## src/hdl/lvsp_pkg.sv

```systemverilog
`default_nettype none
// ----------------------------------------------------------------------------
// lvsp_pkg
// shared types, field positions and reset values for the lead vehicle and
// stop point scan block
// ----------------------------------------------------------------------------
package lvsp_pkg;

    localparam int QUEUE_DEPTH = 4;

    // field widths
    localparam int POS_W   = 19;
    localparam int SPD_W   = 18;
    localparam int LEN_W   = 15;
    localparam int ID_W    = 16;
    localparam int EGO_W   = 17;
    localparam int STOP_W  = 17;
    localparam int OUTV_W  = 18;

    // slave tdata layout
    localparam int IN_X_LSB    = 0;
    localparam int IN_Y_LSB    = IN_X_LSB + POS_W;
    localparam int IN_SPD_LSB  = IN_Y_LSB + POS_W;
    localparam int IN_LEN_LSB  = IN_SPD_LSB + SPD_W;
    localparam int IN_ID_LSB   = IN_LEN_LSB + LEN_W;
    localparam int IN_EGO_LSB  = IN_ID_LSB + ID_W;
    localparam int IN_DATA_W   = 104;

    // master tdata layout
    localparam int OUT_FF_BIT   = 0;
    localparam int OUT_FS_LSB   = 1;
    localparam int OUT_ID_LSB   = OUT_FS_LSB + OUTV_W;
    localparam int OUT_SF_BIT   = OUT_ID_LSB + ID_W;
    localparam int OUT_SP_LSB   = OUT_SF_BIT + 1;
    localparam int OUT_DATA_W   = 56;

    localparam int APB_ADDR_W = 5;
    localparam int APB_DATA_W = 32;

    localparam logic [OUTV_W-1:0] SPEED_CAP = 18'd200000;

    // register reset values
    localparam logic [13:0] LAT_LIMIT_RST  = 14'd1750;
    localparam logic [13:0] STATIC_SPD_RST = 14'd500;
    localparam logic [14:0] STANDOFF_RST   = 15'd2500;
    localparam logic [15:0] MIN_GAP_RST    = 16'd5000;
    localparam logic [12:0] HEADWAY_RST    = 13'd1536;
    localparam logic [10:0] GAIN_RST       = 11'd77;
    localparam logic [16:0] STOP_DIST_RST  = 17'd20000;

    typedef enum logic [2:0] {
        REG_LAT_LIMIT  = 3'd0,
        REG_STATIC_SPD = 3'd1,
        REG_STANDOFF   = 3'd2,
        REG_MIN_GAP    = 3'd3,
        REG_HEADWAY    = 3'd4,
        REG_GAIN       = 3'd5,
        REG_STOP_DIST  = 3'd6
    } reg_index_t;

    typedef struct packed {
        logic [13:0] lat_limit;
        logic [13:0] static_spd;
        logic [14:0] standoff;
        logic [15:0] min_gap;
        logic [12:0] headway;
        logic [10:0] gain;
        logic [16:0] stop_dist;
    } cfg_t;

    // classified obstacle as it travels from front to back
    typedef struct packed {
        logic                     lead_cand;
        logic                     stop_cand;
        logic                     last;
        logic signed [POS_W-1:0]  x;
        logic signed [SPD_W-1:0]  spd;
        logic [LEN_W-1:0]         len;
        logic [ID_W-1:0]          id;
        logic [STOP_W-1:0]        stop_s;
        logic [EGO_W-1:0]         ego;
    } item_t;

    typedef struct packed {
        logic full;
        logic empty;
    } q_stat_t;

    typedef enum logic [2:0] {
        BK_SCAN,
        BK_GAP,
        BK_DIFF,
        BK_MUL,
        BK_EMIT
    } back_state_t;

endpackage
`default_nettype wire

```

## src/hdl/lvsp_regs.sv

```systemverilog
`default_nettype none
// ----------------------------------------------------------------------------
// lvsp_regs
// apb register file holding the scan and follow-speed settings
// ----------------------------------------------------------------------------
module lvsp_regs
(
    input  wire logic                               clk,
    input  wire logic                               rst_n,
    input  wire logic                               psel,
    input  wire logic                               penable,
    input  wire logic                               pwrite,
    input  wire logic [lvsp_pkg::APB_ADDR_W-1:0]    paddr,
    input  wire logic [lvsp_pkg::APB_DATA_W-1:0]    pwdata,
    output logic      [lvsp_pkg::APB_DATA_W-1:0]    prdata,
    output lvsp_pkg::cfg_t                          cfg
);

    lvsp_pkg::cfg_t       cfg_reg;
    lvsp_pkg::cfg_t       cfg_next;
    lvsp_pkg::reg_index_t idx;
    logic                 wr_en;

    assign idx   = lvsp_pkg::reg_index_t'(paddr[4:2]);
    assign wr_en = psel && penable && pwrite;
    assign cfg   = cfg_reg;

    always_comb
    begin
        cfg_next = cfg_reg;
        if (wr_en)
        begin
            unique case (idx)
                lvsp_pkg::REG_LAT_LIMIT:  cfg_next.lat_limit  = pwdata[13:0];
                lvsp_pkg::REG_STATIC_SPD: cfg_next.static_spd = pwdata[13:0];
                lvsp_pkg::REG_STANDOFF:   cfg_next.standoff   = pwdata[14:0];
                lvsp_pkg::REG_MIN_GAP:    cfg_next.min_gap    = pwdata[15:0];
                lvsp_pkg::REG_HEADWAY:    cfg_next.headway    = pwdata[12:0];
                lvsp_pkg::REG_GAIN:       cfg_next.gain       = pwdata[10:0];
                lvsp_pkg::REG_STOP_DIST:  cfg_next.stop_dist  = pwdata[16:0];
                default:                  cfg_next = cfg_reg;
            endcase
        end
    end

    always_comb
    begin
        unique case (idx)
            lvsp_pkg::REG_LAT_LIMIT:  prdata = {18'd0, cfg_reg.lat_limit};
            lvsp_pkg::REG_STATIC_SPD: prdata = {18'd0, cfg_reg.static_spd};
            lvsp_pkg::REG_STANDOFF:   prdata = {17'd0, cfg_reg.standoff};
            lvsp_pkg::REG_MIN_GAP:    prdata = {16'd0, cfg_reg.min_gap};
            lvsp_pkg::REG_HEADWAY:    prdata = {19'd0, cfg_reg.headway};
            lvsp_pkg::REG_GAIN:       prdata = {21'd0, cfg_reg.gain};
            lvsp_pkg::REG_STOP_DIST:  prdata = {15'd0, cfg_reg.stop_dist};
            default:                  prdata = '0;
        endcase
    end

    always_ff @(posedge clk or negedge rst_n)
    begin
        if (!rst_n)
        begin
            cfg_reg.lat_limit  <= lvsp_pkg::LAT_LIMIT_RST;
            cfg_reg.static_spd <= lvsp_pkg::STATIC_SPD_RST;
            cfg_reg.standoff   <= lvsp_pkg::STANDOFF_RST;
            cfg_reg.min_gap    <= lvsp_pkg::MIN_GAP_RST;
            cfg_reg.headway    <= lvsp_pkg::HEADWAY_RST;
            cfg_reg.gain       <= lvsp_pkg::GAIN_RST;
            cfg_reg.stop_dist  <= lvsp_pkg::STOP_DIST_RST;
        end
        else
        begin
            cfg_reg <= cfg_next;
        end
    end

endmodule
`default_nettype wire

```

## src/hdl/lvsp_front.sv

```systemverilog
`default_nettype none
// ----------------------------------------------------------------------------
// lvsp_front
// takes obstacle beats, applies the lane gate and marks each obstacle as
// lead candidate, stop candidate or neither, one registered stage
// ----------------------------------------------------------------------------
module lvsp_front
(
    input  wire logic                               clk,
    input  wire logic                               rst_n,
    input  wire lvsp_pkg::cfg_t                     cfg,
    input  wire logic                               s_axis_tvalid,
    output logic                                    s_axis_tready,
    input  wire logic [lvsp_pkg::IN_DATA_W-1:0]     s_axis_tdata,
    input  wire logic [0:0]                         s_axis_tuser,
    input  wire logic                               s_axis_tlast,
    input  wire lvsp_pkg::q_stat_t                  qstat,
    output logic                                    push,
    output lvsp_pkg::item_t                         push_item
);

    localparam int PW = lvsp_pkg::POS_W;
    localparam int SW = lvsp_pkg::SPD_W;
    localparam int LW = lvsp_pkg::LEN_W;

    logic signed [PW-1:0]   x;
    logic        [PW-1:0]   y_u;
    logic        [PW-1:0]   ay;
    logic signed [SW-1:0]   spd;
    logic        [LW-1:0]   len;
    logic signed [PW:0]     s;
    logic                   in_lane;
    logic                   moving;
    logic                   s_ok;
    logic                   accept;
    lvsp_pkg::item_t        item;
    lvsp_pkg::item_t        item_reg;
    logic                   valid_reg;
    logic                   valid_next;

    assign x   = s_axis_tdata[lvsp_pkg::IN_X_LSB +: PW];
    assign y_u = s_axis_tdata[lvsp_pkg::IN_Y_LSB +: PW];
    assign spd = s_axis_tdata[lvsp_pkg::IN_SPD_LSB +: SW];
    assign len = s_axis_tdata[lvsp_pkg::IN_LEN_LSB +: LW];
    assign ay  = y_u[PW-1] ? (~y_u + {{(PW-1){1'b0}}, 1'b1}) : y_u;

    assign in_lane = (x > $signed({PW{1'b0}}))
                  && (ay <= {5'd0, cfg.lat_limit});
    assign moving  = $signed({spd[SW-1], spd}) >= $signed({5'd0, cfg.static_spd});
    assign s       = $signed({x[PW-1], x}) - $signed({5'd0, cfg.standoff})
                   - $signed({6'd0, len[LW-1:1]});
    assign s_ok    = s <= $signed({3'd0, cfg.stop_dist});

    always_comb
    begin
        item.lead_cand = s_axis_tuser[0] && in_lane && moving;
        item.stop_cand = s_axis_tuser[0] && in_lane && !moving && s_ok;
        item.last      = s_axis_tlast;
        item.x         = x;
        item.spd       = spd;
        item.len       = len;
        item.id        = s_axis_tdata[lvsp_pkg::IN_ID_LSB +: lvsp_pkg::ID_W];
        item.stop_s    = s[PW] ? '0 : s[lvsp_pkg::STOP_W-1:0];
        item.ego       = s_axis_tdata[lvsp_pkg::IN_EGO_LSB +: lvsp_pkg::EGO_W];
    end

    assign s_axis_tready = !valid_reg || !qstat.full;
    assign accept        = s_axis_tvalid && s_axis_tready;
    assign push          = valid_reg && !qstat.full;
    assign push_item     = item_reg;

    always_comb
    begin
        valid_next = valid_reg;
        if (accept)
        begin
            valid_next = 1'b1;
        end
        else if (push)
        begin
            valid_next = 1'b0;
        end
    end

    always_ff @(posedge clk or negedge rst_n)
    begin
        if (!rst_n)
        begin
            valid_reg <= 1'b0;
        end
        else
        begin
            valid_reg <= valid_next;
        end
    end

    always_ff @(posedge clk)
    begin
        if (accept)
        begin
            item_reg <= item;
        end
    end

endmodule
`default_nettype wire

```

## src/hdl/lvsp_queue.sv

```systemverilog
`default_nettype none
// ----------------------------------------------------------------------------
// lvsp_queue
// short first-in first-out queue of classified obstacles between front
// and back
// ----------------------------------------------------------------------------
module lvsp_queue
#(
    parameter int DEPTH = lvsp_pkg::QUEUE_DEPTH
)
(
    input  wire logic               clk,
    input  wire logic               rst_n,
    input  wire logic               push,
    input  wire lvsp_pkg::item_t    push_item,
    input  wire logic               pop,
    output lvsp_pkg::item_t         head,
    output lvsp_pkg::q_stat_t       qstat
);

    localparam int PTR_W = (DEPTH > 1) ? $clog2(DEPTH) : 1;
    localparam int CNT_W = $clog2(DEPTH + 1);
    localparam logic [PTR_W-1:0] PTR_LAST = PTR_W'(DEPTH - 1);
    localparam logic [CNT_W-1:0] CNT_FULL = CNT_W'(DEPTH);

    lvsp_pkg::item_t    mem [DEPTH];
    logic [PTR_W-1:0]   wr_ptr_reg;
    logic [PTR_W-1:0]   wr_ptr_next;
    logic [PTR_W-1:0]   rd_ptr_reg;
    logic [PTR_W-1:0]   rd_ptr_next;
    logic [CNT_W-1:0]   count_reg;
    logic [CNT_W-1:0]   count_next;

    assign qstat.full  = count_reg == CNT_FULL;
    assign qstat.empty = count_reg == '0;
    assign head        = mem[rd_ptr_reg];

    always_comb
    begin
        wr_ptr_next = wr_ptr_reg;
        rd_ptr_next = rd_ptr_reg;
        count_next  = count_reg;
        if (push)
        begin
            wr_ptr_next = (wr_ptr_reg == PTR_LAST) ? '0 : wr_ptr_reg + 1'b1;
        end
        if (pop)
        begin
            rd_ptr_next = (rd_ptr_reg == PTR_LAST) ? '0 : rd_ptr_reg + 1'b1;
        end
        if (push && !pop)
        begin
            count_next = count_reg + 1'b1;
        end
        else if (pop && !push)
        begin
            count_next = count_reg - 1'b1;
        end
    end

    always_ff @(posedge clk or negedge rst_n)
    begin
        if (!rst_n)
        begin
            wr_ptr_reg <= '0;
            rd_ptr_reg <= '0;
            count_reg  <= '0;
        end
        else
        begin
            wr_ptr_reg <= wr_ptr_next;
            rd_ptr_reg <= rd_ptr_next;
            count_reg  <= count_next;
        end
    end

    always_ff @(posedge clk)
    begin
        if (push)
        begin
            mem[wr_ptr_reg] <= push_item;
        end
    end

endmodule
`default_nettype wire

```

## src/hdl/lvsp_back.sv

```systemverilog
`default_nettype none
// ----------------------------------------------------------------------------
// lvsp_back
// keeps the nearest lead and stop point of the frame and, at frame end,
// works out the constant time gap speed and holds the result beat
// ----------------------------------------------------------------------------
module lvsp_back
(
    input  wire logic                               clk,
    input  wire logic                               rst_n,
    input  wire lvsp_pkg::cfg_t                     cfg,
    input  wire lvsp_pkg::q_stat_t                  qstat,
    input  wire lvsp_pkg::item_t                    head,
    output logic                                    pop,
    output logic                                    m_axis_tvalid,
    input  wire logic                               m_axis_tready,
    output logic [lvsp_pkg::OUT_DATA_W-1:0]         m_axis_tdata
);

    localparam int PW = lvsp_pkg::POS_W;
    localparam int SW = lvsp_pkg::SPD_W;
    localparam int VW = lvsp_pkg::OUTV_W;

    lvsp_pkg::back_state_t  state_reg;
    lvsp_pkg::back_state_t  state_next;
    logic                   load;

    logic                   lead_valid_reg;
    logic signed [PW-1:0]   lead_ahead_reg;
    logic signed [SW-1:0]   lead_speed_reg;
    logic [lvsp_pkg::LEN_W-1:0] lead_len_reg;
    logic [lvsp_pkg::ID_W-1:0]  lead_tag_reg;
    logic                   stop_valid_reg;
    logic [lvsp_pkg::STOP_W-1:0] stop_best_reg;
    logic [lvsp_pkg::EGO_W-1:0]  ego_reg;

    logic [29:0]            hw_prod_reg;
    logic signed [19:0]     gap_reg;
    logic signed [21:0]     diff_reg;
    logic signed [33:0]     gprod_reg;
    logic [20:0]            desired;
    logic signed [26:0]     v;
    logic [VW-1:0]          v_sat;
    logic                   take_lead;
    logic                   take_stop;

    logic                   out_valid_reg;
    logic [lvsp_pkg::OUT_DATA_W-1:0] out_data_reg;
    logic [lvsp_pkg::OUT_DATA_W-1:0] out_data_next;

    // next state
    always_comb
    begin
        state_next = state_reg;
        unique case (state_reg)
            lvsp_pkg::BK_SCAN:
            begin
                if (!qstat.empty && head.last)
                begin
                    state_next = lvsp_pkg::BK_GAP;
                end
            end
            lvsp_pkg::BK_GAP:  state_next = lvsp_pkg::BK_DIFF;
            lvsp_pkg::BK_DIFF: state_next = lvsp_pkg::BK_MUL;
            lvsp_pkg::BK_MUL:  state_next = lvsp_pkg::BK_EMIT;
            lvsp_pkg::BK_EMIT:
            begin
                if (!out_valid_reg || m_axis_tready)
                begin
                    state_next = lvsp_pkg::BK_SCAN;
                end
            end
            default: state_next = lvsp_pkg::BK_SCAN;
        endcase
    end

    // state outputs
    always_comb
    begin
        pop  = 1'b0;
        load = 1'b0;
        unique case (state_reg)
            lvsp_pkg::BK_SCAN: pop  = !qstat.empty;
            lvsp_pkg::BK_EMIT: load = !out_valid_reg || m_axis_tready;
            default:
            begin
                pop  = 1'b0;
                load = 1'b0;
            end
        endcase
    end

    assign take_lead = pop && head.lead_cand
                    && (!lead_valid_reg || (head.x < lead_ahead_reg));
    assign take_stop = pop && head.stop_cand
                    && (!stop_valid_reg || (head.stop_s < stop_best_reg));

    assign desired = {5'd0, cfg.min_gap} + {1'b0, hw_prod_reg[29:10]};
    assign v       = $signed({{9{lead_speed_reg[SW-1]}}, lead_speed_reg})
                   + $signed({gprod_reg[33], gprod_reg[33:8]});

    always_comb
    begin
        if (v < 0)
        begin
            v_sat = '0;
        end
        else if (v > $signed({9'd0, lvsp_pkg::SPEED_CAP}))
        begin
            v_sat = lvsp_pkg::SPEED_CAP;
        end
        else
        begin
            v_sat = v[VW-1:0];
        end
    end

    always_comb
    begin
        out_data_next = '0;
        out_data_next[lvsp_pkg::OUT_FF_BIT] = lead_valid_reg;
        out_data_next[lvsp_pkg::OUT_FS_LSB +: VW] = lead_valid_reg ? v_sat : '0;
        out_data_next[lvsp_pkg::OUT_ID_LSB +: lvsp_pkg::ID_W] =
            lead_valid_reg ? lead_tag_reg : '0;
        out_data_next[lvsp_pkg::OUT_SF_BIT] = stop_valid_reg;
        out_data_next[lvsp_pkg::OUT_SP_LSB +: VW] =
            stop_valid_reg ? {1'b0, stop_best_reg} : '0;
    end

    assign m_axis_tvalid = out_valid_reg;
    assign m_axis_tdata  = out_data_reg;

    always_ff @(posedge clk or negedge rst_n)
    begin
        if (!rst_n)
        begin
            state_reg      <= lvsp_pkg::BK_SCAN;
            lead_valid_reg <= 1'b0;
            stop_valid_reg <= 1'b0;
            out_valid_reg  <= 1'b0;
        end
        else
        begin
            state_reg <= state_next;
            if (load)
            begin
                lead_valid_reg <= 1'b0;
                stop_valid_reg <= 1'b0;
            end
            else
            begin
                if (take_lead)
                begin
                    lead_valid_reg <= 1'b1;
                end
                if (take_stop)
                begin
                    stop_valid_reg <= 1'b1;
                end
            end
            if (load)
            begin
                out_valid_reg <= 1'b1;
            end
            else if (m_axis_tready)
            begin
                out_valid_reg <= 1'b0;
            end
        end
    end

    always_ff @(posedge clk)
    begin
        if (take_lead)
        begin
            lead_ahead_reg <= head.x;
            lead_speed_reg <= head.spd;
            lead_len_reg   <= head.len;
            lead_tag_reg   <= head.id;
        end
        if (take_stop)
        begin
            stop_best_reg <= head.stop_s;
        end
        if (pop && head.last)
        begin
            ego_reg <= head.ego;
        end
        if (state_reg == lvsp_pkg::BK_GAP)
        begin
            hw_prod_reg <= cfg.headway * ego_reg;
            gap_reg     <= $signed({lead_ahead_reg[PW-1], lead_ahead_reg})
                         - $signed({5'd0, cfg.standoff})
                         - $signed({6'd0, lead_len_reg[lvsp_pkg::LEN_W-1:1]});
        end
        if (state_reg == lvsp_pkg::BK_DIFF)
        begin
            diff_reg <= $signed({{2{gap_reg[19]}}, gap_reg}) - $signed({1'b0, desired});
        end
        if (state_reg == lvsp_pkg::BK_MUL)
        begin
            gprod_reg <= $signed({1'b0, cfg.gain}) * diff_reg;
        end
        if (load)
        begin
            out_data_reg <= out_data_next;
        end
    end

endmodule
`default_nettype wire

```

## src/hdl/lead_vehicle_and_stop_point_scan_core.sv

```systemverilog
`default_nettype none
// ----------------------------------------------------------------------------
// lead_vehicle_and_stop_point_scan_core
// scans a frame of obstacles for the nearest moving lead and the nearest
// static stop point, and emits a constant time gap target speed per frame
//
// channel   direction  beat contents
// s_axis    in         one obstacle; tuser = present, tlast = frame end
// m_axis    out        one frame result after the frame end beat
// apb       in/out     seven settings registers at 4*index
//
// the front takes one beat per cycle while the queue has room; the back drains
// one queued beat per cycle while it scans; a frame end beat runs the back
// through gap and headway product, gap error, gain product and saturate in turn
// a held result beat parks the back; the front fills the queue, then stalls
// reset clears all control state at once; there is no clearing pass
// ----------------------------------------------------------------------------
module lead_vehicle_and_stop_point_scan_core
#(
    parameter int QUEUE_DEPTH = lvsp_pkg::QUEUE_DEPTH
)
(
    input  wire logic                               clk,
    input  wire logic                               rst_n,
    // pos_ahead, pos_side, obs_speed, obs_length, obs_id, ego_speed
    input  wire logic [lvsp_pkg::IN_DATA_W-1:0]     s_axis_tdata,
    // present
    input  wire logic [0:0]                         s_axis_tuser,
    input  wire logic                               s_axis_tlast,
    input  wire logic                               s_axis_tvalid,
    output logic                                    s_axis_tready,
    // follow_found, follow_speed, lead_ident, stop_found, stop_position
    output logic [lvsp_pkg::OUT_DATA_W-1:0]         m_axis_tdata,
    output logic                                    m_axis_tvalid,
    input  wire logic                               m_axis_tready,
    input  wire logic                               psel,
    input  wire logic                               penable,
    input  wire logic                               pwrite,
    input  wire logic [lvsp_pkg::APB_ADDR_W-1:0]    paddr,
    input  wire logic [lvsp_pkg::APB_DATA_W-1:0]    pwdata,
    output logic      [lvsp_pkg::APB_DATA_W-1:0]    prdata,
    output logic                                    pready
);

    lvsp_pkg::cfg_t     cfg;
    lvsp_pkg::q_stat_t  qstat;
    lvsp_pkg::item_t    push_item;
    lvsp_pkg::item_t    head;
    logic               push;
    logic               pop;

    assign pready = 1'b1;

    lvsp_regs u_regs
    (
        .clk     (clk),
        .rst_n   (rst_n),
        .psel    (psel),
        .penable (penable),
        .pwrite  (pwrite),
        .paddr   (paddr),
        .pwdata  (pwdata),
        .prdata  (prdata),
        .cfg     (cfg)
    );

    lvsp_front u_front
    (
        .clk           (clk),
        .rst_n         (rst_n),
        .cfg           (cfg),
        .s_axis_tvalid (s_axis_tvalid),
        .s_axis_tready (s_axis_tready),
        .s_axis_tdata  (s_axis_tdata),
        .s_axis_tuser  (s_axis_tuser),
        .s_axis_tlast  (s_axis_tlast),
        .qstat         (qstat),
        .push          (push),
        .push_item     (push_item)
    );

    lvsp_queue
    #(
        .DEPTH (QUEUE_DEPTH)
    )
    u_queue
    (
        .clk       (clk),
        .rst_n     (rst_n),
        .push      (push),
        .push_item (push_item),
        .pop       (pop),
        .head      (head),
        .qstat     (qstat)
    );

    lvsp_back u_back
    (
        .clk           (clk),
        .rst_n         (rst_n),
        .cfg           (cfg),
        .qstat         (qstat),
        .head          (head),
        .pop           (pop),
        .m_axis_tvalid (m_axis_tvalid),
        .m_axis_tready (m_axis_tready),
        .m_axis_tdata  (m_axis_tdata)
    );

`ifndef ASSERT_OFF
    a_no_lead_zero: assert property (@(posedge clk) disable iff (!rst_n)
        m_axis_tvalid && !m_axis_tdata[0] |-> m_axis_tdata[34:1] == 34'd0)
        else $error("follow fields set without a lead");

    a_speed_cap: assert property (@(posedge clk) disable iff (!rst_n)
        m_axis_tvalid |-> m_axis_tdata[18:1] <= lvsp_pkg::SPEED_CAP)
        else $error("follow speed above cap");

    a_no_stop_zero: assert property (@(posedge clk) disable iff (!rst_n)
        m_axis_tvalid && !m_axis_tdata[35] |-> m_axis_tdata[53:36] == 18'd0)
        else $error("stop position set without a stop point");

    a_stall_only_full: assert property (@(posedge clk) disable iff (!rst_n)
        !s_axis_tready |-> qstat.full)
        else $error("input stalled while queue has room");
`endif

endmodule
`default_nettype wire

```

## config.mk

```make
export PLATFORM = sky130hd
export DESIGN_NAME = lead_vehicle_and_stop_point_scan_core
export DESIGN_NICKNAME = d
export VERILOG_FILES = /design/src/hdl/lvsp_pkg.sv /design/src/hdl/lvsp_regs.sv /design/src/hdl/lvsp_front.sv /design/src/hdl/lvsp_queue.sv /design/src/hdl/lvsp_back.sv /design/src/hdl/lead_vehicle_and_stop_point_scan_core.sv
export SDC_FILE = /design/constraint.sdc
export NUM_CORES = 2
export LEC_CHECK = 0
export ABC_AREA = 1
export BUFFER_PORTS_ARGS = -buffer_cell sky130_fd_sc_hd__buf_4
export CAP_MARGIN = 0
export CELL_PAD_IN_SITES_DETAIL_PLACEMENT = 1
export CELL_PAD_IN_SITES_GLOBAL_PLACEMENT = 2
export CORE_ASPECT_RATIO = 1.4
export CORE_MARGIN = 5
export CORE_UTILIZATION = 40
export CTS_CLUSTER_DIAMETER = 40
export DETAILED_ROUTE_END_ITERATION = 7
export GPL_TIMING_DRIVEN = 1
export PLACE_DENSITY_LB_ADDON = 0.1
export RECOVER_POWER = 50
export SLEW_MARGIN = 40
export SYNTH_ARGS = -nofsm -noshare
export SYNTH_HDL_FRONTEND = slang
export SYNTH_SLANG_ARGS = --single-unit
```

## constraint.sdc

```tcl
create_clock -name clk -period 7.4 [get_ports clk]
set_input_delay 1.11 -clock clk [delete_from_list [all_inputs] [get_ports clk]]
set_output_delay 1.11 -clock clk [all_outputs]
set_load 0.1 [all_outputs]
```

==> results.json <==
{
  "clkSlewWorstSetupHoldPaths_ns": 0.06,
  "grt_overflow_total": 0,
  "holdWs_ns": 0.461,
  "grt_pass1_wl_um": 261000,
  "finalSetupTns_ns": 0,
  "drive_gt1_share_pct": 8.11,
  "outcome": "finished with violations",
  "largest_reg_flops": 416,
  "globalplace.congestion": 0.849,
  "drt-pass1-iter-count": 5,
  "cts_made_buffers": 109,
  "drc_errors": 0,
  "die_h_um": 452,
  "cts_buffer_depth": 3,
  "grtUsageTotal_pct": 23.3,
  "grtUsageMet2_pct": 44.1,
  "clock_sinks": 876,
  "syn_inst": 5610,
  "post-dp-hpwl_um": 133000,
  "cts_tree": "done",
  "vias": 39451,
  "cts_setup_buffers": 0,
  "final_common_cell": "inv_1",
  "synth_seq_cells": 876,
  "clock_latency_ns": 0.75,
  "met3_usage_pct": 2.81,
  "cpMaxStageDelayCell": "dfrtp_1",
  "ios": 241,
  "maxCapViolations": 7,
  "rsz0062_at_grt": "no",
  "rows": 162,
  "grt_pass1_vias": 43017,
  "path_common_cell": "fa_1",
  "cts_root_buffer": "clkbuf_16",
  "antenna_left": 0,
  "viasPerCell": 5.13,
  "critPathKind": "flop to flop",
  "worst_slack_ns": 0.954,
  "avgSynthCellArea_um2": 9.97,
  "drt_iter0_markers": 2043,
  "slowest_delay_ns": 0.85,
  "top_usage_layer": "met2",
  "cp_num_buf_inv": 4,
  "die-width_um": 326,
  "final-setup-viol-count": 0,
  "grt_use_met1_pct": 27.6,
  "fin_skew_ns": 0.0781,
  "max_freq_mhz": 155,
  "avgRoutedWirePerCell_um": 22.4,
  "layout_common_cells": "inv_1 (1,081), nand2_1 (1,072), edfxtp_1 (762), fa_1 (410), o21ai_0 (403)",
  "hold_viol": 0,
  "netlist_area_um2": 55900,
  "finalMaxSlewViolations": 283,
  "initial_core_util_pct": 40.2,
  "synth_cell_types": 61,
  "end_kind": "flop",
  "synth_warnings": 0,
  "required_ns": 7.84,
  "grt_max_degree": 154,
  "area_growth_pct": 12.7,
  "holdCritPathClass": "flop to flop",
  "synth_ff_type": "edfxtp_1",
  "finalCritPeriodShare_pct": 87.1,
  "h-tree-depth": 3,
  "die-area_um2": 147000,
  "cts-hold-fix-buffers": 0,
  "ys_async_sr_fraction_pct": 13.0,
  "nets": 6678,
  "path_cells": "buf_4 -> nand2_1 -> fa_1 -> fa_1 -> fa_1 -> inv_1 -> fa_1 -> inv_1 -> fa_1 -> inv_1 -> ha_1 -> nand2_1 -> nor2_1 -> nand4_1 -> o211ai_1 -> a21boi_0 -> o21ai_0 -> xor2_1",
  "cts_resized": 0,
  "critical_path_arrival_ns": 6.88,
  "post-place-ws_ns": 0.911,
  "crit_path_start_kind": "flop",
  "coreArea_um2": 139000,
  "drt_wl_total_um": 172000,
  "portBuffers": 203,
  "ys_seq_area_share_pct": 46.1,
  "worst_slew_pin_slew_ns": 3.84,
  "violations": "capacitance limit, slew limit",
  "antenna_found_initial": 13,
  "synth-edff-count": 762,
  "cp_max_fo": 13,
  "max_slew_margin_pct": -156,
  "period_needed_ns": 6.45,
  "critPathTopFamily": "adder cells"
}
[area by class of cell]
cell class | count | area, µm²
multi-input cells | 3455 | 25300
clock buffers | 126 | 2830
fillers | 15470 | 76000
inverters | 1090 | 4100
well taps | 1804 | 2260
clock inverters | 79 | 965
flip-flops and latches | 876 | 25800
diodes | 3 | 7.51
repair buffers | 258 | 1760
[cells by family (layout without fill, tap and decap cells)]
logic type,Yosys count,after routing,share of synthesized area (%)
AOI/OAI and AO/OA,854,854,8.48
DFF,876,876,46.1
buffers and inverters,1296,1553,8.85
xor gates and xnor gates,141,141,2.21
adders and majority gates,738,738,22.0
other,2,22,0.0134
muxes,1,1,0.0201
and+or+nand+nor,1702,1702,12.3
[synthesized netlist by cell type (12+ instances only)]
cell type	instances	area [µm²]
inv_1	1084	4070
nand2_1	1072	4020
edfxtp_1	762	22900
fa_1	410	8210
o21ai_0	403	2020
nor2_1	402	1510
ha_1	328	4100
a21oi_1	207	1040
clkbuf_1	174	653
o22ai_1	123	769
nand3_1	93	465
xor2_1	91	797
dfrtp_1	80	2000
xnor2_1	50	438
nand4_1	38	238
dfstp_2	34	893
nor3_1	27	135
buf_4	19	143
o211ai_1	19	143
nor4_1	16	100
a211oi_1	15	113
nor2_2	15	93.8
a21o_1	13	97.6
a221oi_1	12	105
[metrics by stage]
step	area, µm²	instances	utilization, %
after floorplan	56000	5627	-
after global placement	59400	7479	42.7
after detailed placement	59500	7483	42.8
after CTS	63300	7688	45.5
after global routing	63000	7689	45.3
final	63000	7691	45.3
[layer usage]
layer,share of wire (%),wire (µm),vias up
met2,53,92000,629
met1,40,69000,20097
met5,0.048,82,-
met4,3.0,5140,12
li1,-,-,18508
met3,3.4,5870,205
[path summary, 6_finish.rpt]
check,from,end,slack (ns),depth (start not counted)
max in group asynchronous,rst_n,u_queue.rd_ptr_reg[1],4.14,2
max,u_regs.cfg[24],u_back.gprod_reg[22],0.95,18
min in group asynchronous,rst_n,u_regs.cfg[86],1.38,1
max reg2reg,u_regs.cfg[24],u_back.gprod_reg[22],0.95,18
min reg2reg,u_front.push_item[36],u_queue.mem[3][36],0.46,0
min,u_front.push_item[36],u_queue.mem[3][36],0.46,0
Power is left out: the tool's default activity adds up to more than one toggle a clock period on the data nets, which glitch-free logic cannot reach.
